### src/rtl/cahf_pkg.sv
// Shared types, codes and constants of the corner apex hysteresis finder.
`timescale 1ns / 1ps
`default_nettype none
package cahf_pkg;

  localparam int MAX_SAMPLES_DEF = 1024;
  localparam int MAX_REGIONS_DEF = 16;

  localparam int PROG_W    = 24;
  localparam int CURV_W    = 24;
  localparam int TOL_W     = 24;
  localparam int CFG_W     = 24;
  localparam int CFG_IDX_W = 3;
  localparam int RT_W      = 11;
  localparam int STATUS_W  = 2;

  localparam logic [16:0] RATIO_RST   = 17'd52429;
  localparam logic [15:0] SEP_RST     = 16'd45875;
  localparam logic [15:0] SPACING_RST = 16'd1000;
  localparam logic [23:0] TRACK_RST   = 24'd1000000;
  localparam logic [19:0] SMOOTH_RST  = 20'd5000;
  localparam logic [1:0]  TDIR_RST    = 2'd1;
  localparam logic [16:0] RATIO_ONE   = 17'd65536;
  localparam logic [23:0] CURV_MIN    = 24'h800000;
  localparam logic [23:0] CURV_MAX    = 24'h7FFFFF;
  localparam logic [RT_W-1:0] RT_SAT  = 11'd2047;

  typedef enum logic [CFG_IDX_W-1:0] {
    CFG_REGION_RATIO = 3'd0,
    CFG_SEP_RATIO    = 3'd1,
    CFG_SPACING      = 3'd2,
    CFG_TRACK_LEN    = 3'd3,
    CFG_SMOOTHING    = 3'd4,
    CFG_CORNER_START = 3'd5,
    CFG_CORNER_END   = 3'd6,
    CFG_TURN_DIR     = 3'd7
  } cfg_idx_t;

  typedef enum logic [STATUS_W-1:0] {
    ST_RESOLVED     = 2'd0,
    ST_INSUFFICIENT = 2'd1,
    ST_MULTIPLE     = 2'd2,
    ST_INVALID      = 2'd3
  } status_t;

  typedef enum logic {
    KIND_CANDIDATE = 1'b0,
    KIND_FINAL     = 1'b1
  } kind_t;

  typedef enum logic [3:0] {
    S_LOAD,
    S_CHK,
    S_FF_RD,
    S_FF_USE,
    S_W1_RD,
    S_W1_USE,
    S_GEO,
    S_W2_RD,
    S_W2_USE,
    S_EMS,
    S_EM_RD,
    S_EM_MUL,
    S_EM_SUM,
    S_EM_DIV,
    S_OUT
  } state_t;

  // Sign curvature by turn direction; negating the most negative value saturates.
  function automatic logic signed [CURV_W-1:0] turn_value(
    input logic signed [CURV_W-1:0] c,
    input logic                     neg
  );
    logic signed [CURV_W-1:0] r;
    begin
      if (!neg) begin
        r = c;
      end else if (c == CURV_MIN) begin
        r = CURV_MAX;
      end else begin
        r = -c;
      end
      return r;
    end
  endfunction

endpackage
`default_nettype wire

### src/rtl/cahf_mod_unit.sv
// Bit-serial remainder unit: num mod den, one dividend bit per cycle.
`timescale 1ns / 1ps
`default_nettype none
module cahf_mod_unit #(
  parameter int NUM_W = 27
) (
  input  logic                        clk,
  input  logic                        rst_n,
  input  logic                        start,
  input  logic [NUM_W-1:0]            num,
  input  logic [cahf_pkg::PROG_W-1:0] den,
  output logic                        busy,
  output logic                        done,
  output logic [cahf_pkg::PROG_W-1:0] rem
);
  import cahf_pkg::*;

  localparam int CNT_W = $clog2(NUM_W + 1);

  logic [NUM_W-1:0]  num_r;
  logic [PROG_W:0]   rem_r;
  logic [CNT_W-1:0]  cnt_r;
  logic              busy_r;
  logic              done_r;
  logic [PROG_W:0]   shifted;

  assign shifted = {rem_r[PROG_W-1:0], num_r[NUM_W-1]};

  always_ff @(posedge clk) begin
    if (!rst_n) begin
      busy_r <= 1'b0;
      done_r <= 1'b0;
      cnt_r  <= '0;
    end else begin
      done_r <= 1'b0;
      if (start) begin
        busy_r <= 1'b1;
        cnt_r  <= CNT_W'(NUM_W);
      end else if (busy_r) begin
        cnt_r <= cnt_r - CNT_W'(1);
        if (cnt_r == CNT_W'(1)) begin
          busy_r <= 1'b0;
          done_r <= 1'b1;
        end
      end
    end
  end

  always_ff @(posedge clk) begin
    if (start) begin
      num_r <= num;
      rem_r <= '0;
    end else if (busy_r) begin
      num_r <= num_r << 1;
      // subtract when the partial remainder reaches the divisor
      if (shifted >= {1'b0, den}) begin
        rem_r <= shifted - {1'b0, den};
      end else begin
        rem_r <= shifted;
      end
    end
  end

  assign busy = busy_r;
  assign done = done_r;
  assign rem  = rem_r[PROG_W-1:0];
endmodule
`default_nettype wire

### config.mk
export PLATFORM = sky130hd
export DESIGN_NAME = cahf_mod_unit
export DESIGN_NICKNAME = d
export VERILOG_FILES = /design/src/rtl/cahf_pkg.sv /design/src/rtl/cahf_mod_unit.sv
export SDC_FILE = /design/constraint.sdc
export NUM_CORES = 1
export LEC_CHECK = 0
export BUFFER_PORTS_ARGS = -buffer_cell sky130_fd_sc_hd__buf_2
export CORE_MARGIN = 2
export CORE_UTILIZATION = 50
export DETAILED_ROUTE_END_ITERATION = 12
export GPL_TIMING_DRIVEN = 0
export PLACE_DENSITY = 0.74
export SETUP_SLACK_MARGIN = 0.4
export SYNTH_ARGS = -nofsm -noshare
export SYNTH_HDL_FRONTEND = slang
export SYNTH_SLANG_ARGS = --single-unit
### constraint.sdc
create_clock -name clk -period 4 [get_ports clk]
set_clock_uncertainty 0.05 [all_clocks]
set_input_delay 0.6 -clock clk [delete_from_list [all_inputs] [get_ports clk]]
set_output_delay 0.6 -clock clk [all_outputs]
set_load 0.03 [all_outputs]
# Word-level counts from Yosys, hierarchy flattened

Index checks and enable logic that the tools add are counted.

Add/sub/neg operators: 2
$mul: 0
Divide/modulo/power cells: 0
Order comparisons: 1
Equal/unequal tests: 1
Shifts and indexed selects: 0
Mux-type cells: 9
Bitwise logic cells: 2
Reductions and logical operators: 3

Operators by type and width:

| cell                  | count |
|---|---|
| $mux W27              | 2 |
| $ge A25 B24 Y1        | 1 |
| $mux W24              | 1 |
| $sub A24 B24 Y24      | 1 |
| $mux W5               | 2 |
| $eq A5 B1 Y1 const B  | 1 |
| $sub A5 B1 Y5 const B | 1 |
| $mux W1               | 4 |
| $reduce_or A3 Y1      | 1 |
| $not A1 Y1            | 2 |
| $reduce_bool A2 Y1    | 1 |
| $reduce_or A2 Y1      | 1 |

Bits in registers: 58
Latch bits: 0
RAM bits: 0
Bits in read-only memories: 0
Output and inout port bits: 26
Word-level logic and storage cells: 24
Memories: 0

# Longest topological paths before layout

Depth after elaboration: 4
Depth in mapped cells: 12

# Worst setup path after synthesis

Ideal clock, no wire load.

Path kind: input-to-reg
Start: input port den[18] (netlist bit)
End: register rem_r[0]
Library setup time: 0.086 ns
Arrival time: 2.862 ns
Setup slack: 1.003 ns
Cell stages on the path: 11
Path through: inv_1 ha_1 buf_6 a21o_1 a31o_1 a221o_1 a211o_2 nor2_4 buf_6 mux2_2 a211oi_1

Longest elaborated chain between the ends: 2

RTL lines:

| item                 | RTL line            | RTL |
|---|---|---|
| from (decl)          | cahf_mod_unit.sv:11 | `input logic [cahf_pkg::PROG_W-1:0] den,` |
| $ge A25 B24 Y1       | cahf_mod_unit.sv:56 | `if (shifted >= {1'b0, den}) begin` |
| $mux W24             | cahf_mod_unit.sv:56 |  |
| to (signal assigned) | cahf_mod_unit.sv:57 | `rem_r <= shifted - {1'b0, den};` |
| to (signal assigned) | cahf_mod_unit.sv:59 | `rem_r <= shifted;` |
| to (decl)            | cahf_mod_unit.sv:21 | `logic [PROG_W:0] rem_r;` |

Every way passes these cells.
A chain may end at the register's enable or synchronous reset.

# Worst setup path in the final report

Start: register num_r[26]
End: register rem_r[22]

Longest elaborated chain between the ends: 2
Elaborated cells between the ends (all ways): 3

RTL lines:

| item                                                      | RTL line                                 | RTL |
|---|---|---|
| from (decl)                                               | cahf_mod_unit.sv:20                      | `logic [NUM_W-1:0] num_r;` |
| from (signal assigned)                                    | cahf_mod_unit.sv:51                      | `num_r <= num;` |
| from (signal assigned)                                    | cahf_mod_unit.sv:54                      | `num_r <= num_r << 1;` |
| $sub A24 B24 Y24 / $ge A25 B24 Y1 (equally long branches) | cahf_mod_unit.sv:57, cahf_mod_unit.sv:56 |  |
| $mux W24 (*)                                              | cahf_mod_unit.sv:56                      |  |

Mark *: on every way between the ends. The rest lies on a longest branch, timed or not.

==> metrics.csv <==
metric;value;unit
cts_resized;0;
rsz0062_at_grt;false;
wl_met3;471;um
cts_setup_buffers;0;
drc;0;
drive_above_1_share;27.4;%
finalNonFillerCells;621;
path_clk_slew;0.07;ns
cts_made_buffers;9;
m1WireLength;4600;um
wl_met2;4500;um
cap_viol_max_count;0;
start_kind;flip-flop;
synth-seq-area-share;36.1;%
grt_max_degree;28;
fill_cells;679;
hp-class;reg2reg;
finalHoldViolations;0;
combinationalPowerShare;23.8;%
start_util;51.4;%
grt_pass1_vias;3216;
die_w;93.1;um
internal_power;1.28;mW
wl;9700;um
setup_tns;0;ns
finalSetupViolations;0;
syn_avg_cell_area;9.36;um^2
viasPerCell;5.71;
ioPinCount;80;
cts_sinks;58;
seqCellArea;1430;um^2
htree_levels;3;
synth-main-ff-cell;dfxtp_1;
post_drt_wl_per_cell;15.6;um
num_antenna_cells;0;
hpwl;7320;um
critPathCapture;rem_r[22];
cp_max_fo;6;
synth_edf_count;27;
finish.utilization;61.4;%
gp_congestion;0.886;
synth_area;3970;um^2
fin_crit_sh;77.5;%
crit_type;reg2reg;
ctsRootBufferMaster;clkbuf_8;
die_h;93.1;um
period_minus_slack;3.10;ns
port_buffers;79;
r2r_setup_slack;0.90;ns
critPathLaunch;num_r[26];
switchingPower;550;uW
synthArstFlopShare;0;%
placed_area;4490;um^2
multiInputGateArea;2290;um^2
worstReg2RegStart;num_r[26];
first_iter_violations;201;
finalPower;1.83;mW
critPathCaptureType;flip-flop;
p_sw_share;30.0;%
cts_max_path_buffers;2;
synthToLayoutAreaGrowth;19.4;%
timing.hold.ws;0.474;ns
pwr-share-seq;38.8;%
rows;32;
relSlewSlack;31.9;%
critPathArrivalTime;3.31;ns
syn_inst;424;
vias;3544;
synth.distinct_cells;61;
max_clock_freq;323;MHz
required;4.21;ns
rr_endpoint;rem_r[22];
clkLatencyLatePin;0.34;ns
holdBufCountCts;0;
top_layer;met4;
grt_overflow;0;
dieArea;8670;um^2
power_density;386;nW/um^2
track_usage;22.2;%
reg2reg_depth;11;
dpl.cell_count;605;
core_area;7730;um^2
status;completed;
vdd_drop_max;0.176;mV
final_area;4740;um^2
place_ws;0.707;ns
final_max_slew_viol_count;0;
mappedNetlistNets;505;
clockPowerShare;37.4;%
tritoncts;built;
grt_pass1_wl;15300;um
first_pass_iters;5;
leakagePower;2.23;nW
ant_nets;0;
antenna_found_initial;0;
setup_ws;0.901;ns
worst_pin_slew;1.02;ns
synth_warnings;0;
yosys_register_bits;58;
final_nets;595;
==> kinds of logic after synthesis <==
family,after synthesis,synth area share [%]
compound gates,109,19.4
xor+xnor,21,4.63
fa+ha+maj,27,8.70
buf+inv,56,6.24
flops,58,36.1
mux,39,10.7
simple gates,114,14.2
==> layout by cell type (no fill, tap or decap), types with 5 or more instances in the layout <==
| master | count |
|---|---|
| a211oi_1 | 13 |
| a21o_1 | 8 |
| a21oi_1 | 17 |
| a31oi_1 | 8 |
| a32oi_1 | 7 |
| and3_1 | 7 |
| buf_2 | 85 |
| clkbuf_1 | 6 |
| clkbuf_8 | 9 |
| dfxtp_1 | 31 |
| edfxtp_1 | 27 |
| ha_1 | 26 |
| inv_1 | 35 |
| mux2_2 | 28 |
| mux2i_1 | 11 |
| nand2_1 | 20 |
| nand3_1 | 10 |
| nor2_1 | 39 |
| nor3_1 | 11 |
| o211ai_1 | 5 |
| o21ai_0 | 17 |
| xnor2_1 | 9 |
| xor2_1 | 12 |
==> sequential cells by signal, summed over array words and instances (netlist names) <==
signal and count:
done 1, num_r 27, rem_r 24, busy 1
cnt_r 5
==> power by group through the flow <==
stage | sequential, mW | combinational (mW) | clock [mW]
2_1_floorplan | 0.745 | 0.289 | 0
3_3_place_gp | 0.720 | 0.423 | 0
3_5_place_dp | 0.723 | 0.432 | 0
4_1_cts | 0.710 | 0.435 | 0.692
5_1_grt | 0.716 | 0.479 | 0.713
6_report | 0.710 | 0.436 | 0.684
==> critical path: stages (launching register included) <==
cell,delay [ns]
edfxtp_1,0.39
inv_1,0.08
ha_1,0.18
inv_1,0.07
fa_1,0.39
a21oi_1,0.24
o21ai_0,0.15
a31oi_1,0.48
a31oi_1,0.23
a31oi_1,0.25
mux2_2,0.36
o21ai_0,0.15
==> Yosys cell counts (all sizes together), types with 11 or more instances <==
library cell,count,area (um^2)
nand2,20,75.1
mux2i,11,110
mux2,28,315
nor3,11,55.1
o21ai,18,90.1
buf,15,93.8
ha,26,325
dfxtp,31,621
edfxtp,27,811
a211oi,14,110
a21oi,17,85.1
inv,35,131
xor2,12,105
nor2,40,158
==> routing by layer <==
| metal | up-vias | global-route usage [%] |
|---|---|---|
| li1 | 1761 | - |
| met1 | 1648 | 30.3 |
| met2 | 121 | 36.4 |
| met3 | 14 | 2.98 |
| met4 | 0 | 7.84 |
| met5 | - | 0 |
==> how the worst min path moves through the flow <==
stage                   start   endpoint  depth (start not counted)
floorplan            cnt_r[4]       done                          2
global placement     rem_r[9]   rem_r[9]                          2
detailed placement  rem_r[11]  rem_r[11]                          2
CTS                 rem_r[11]  rem_r[11]                          2
global route        rem_r[11]  rem_r[11]                          2
finish               rem_r[9]   rem_r[9]                          2
==> final cells by class <==
type	count	area share, %
sequential	58	30.2
timing repair buffer	79	8.34
clock buffer	9	2.61
buffer	21	2.45
inverter	35	2.77
multi-input combinational	310	48.3
clock inverter	7	2.64
tap	102	2.69
No activity file was read; power rests on OpenSTA's default activity.
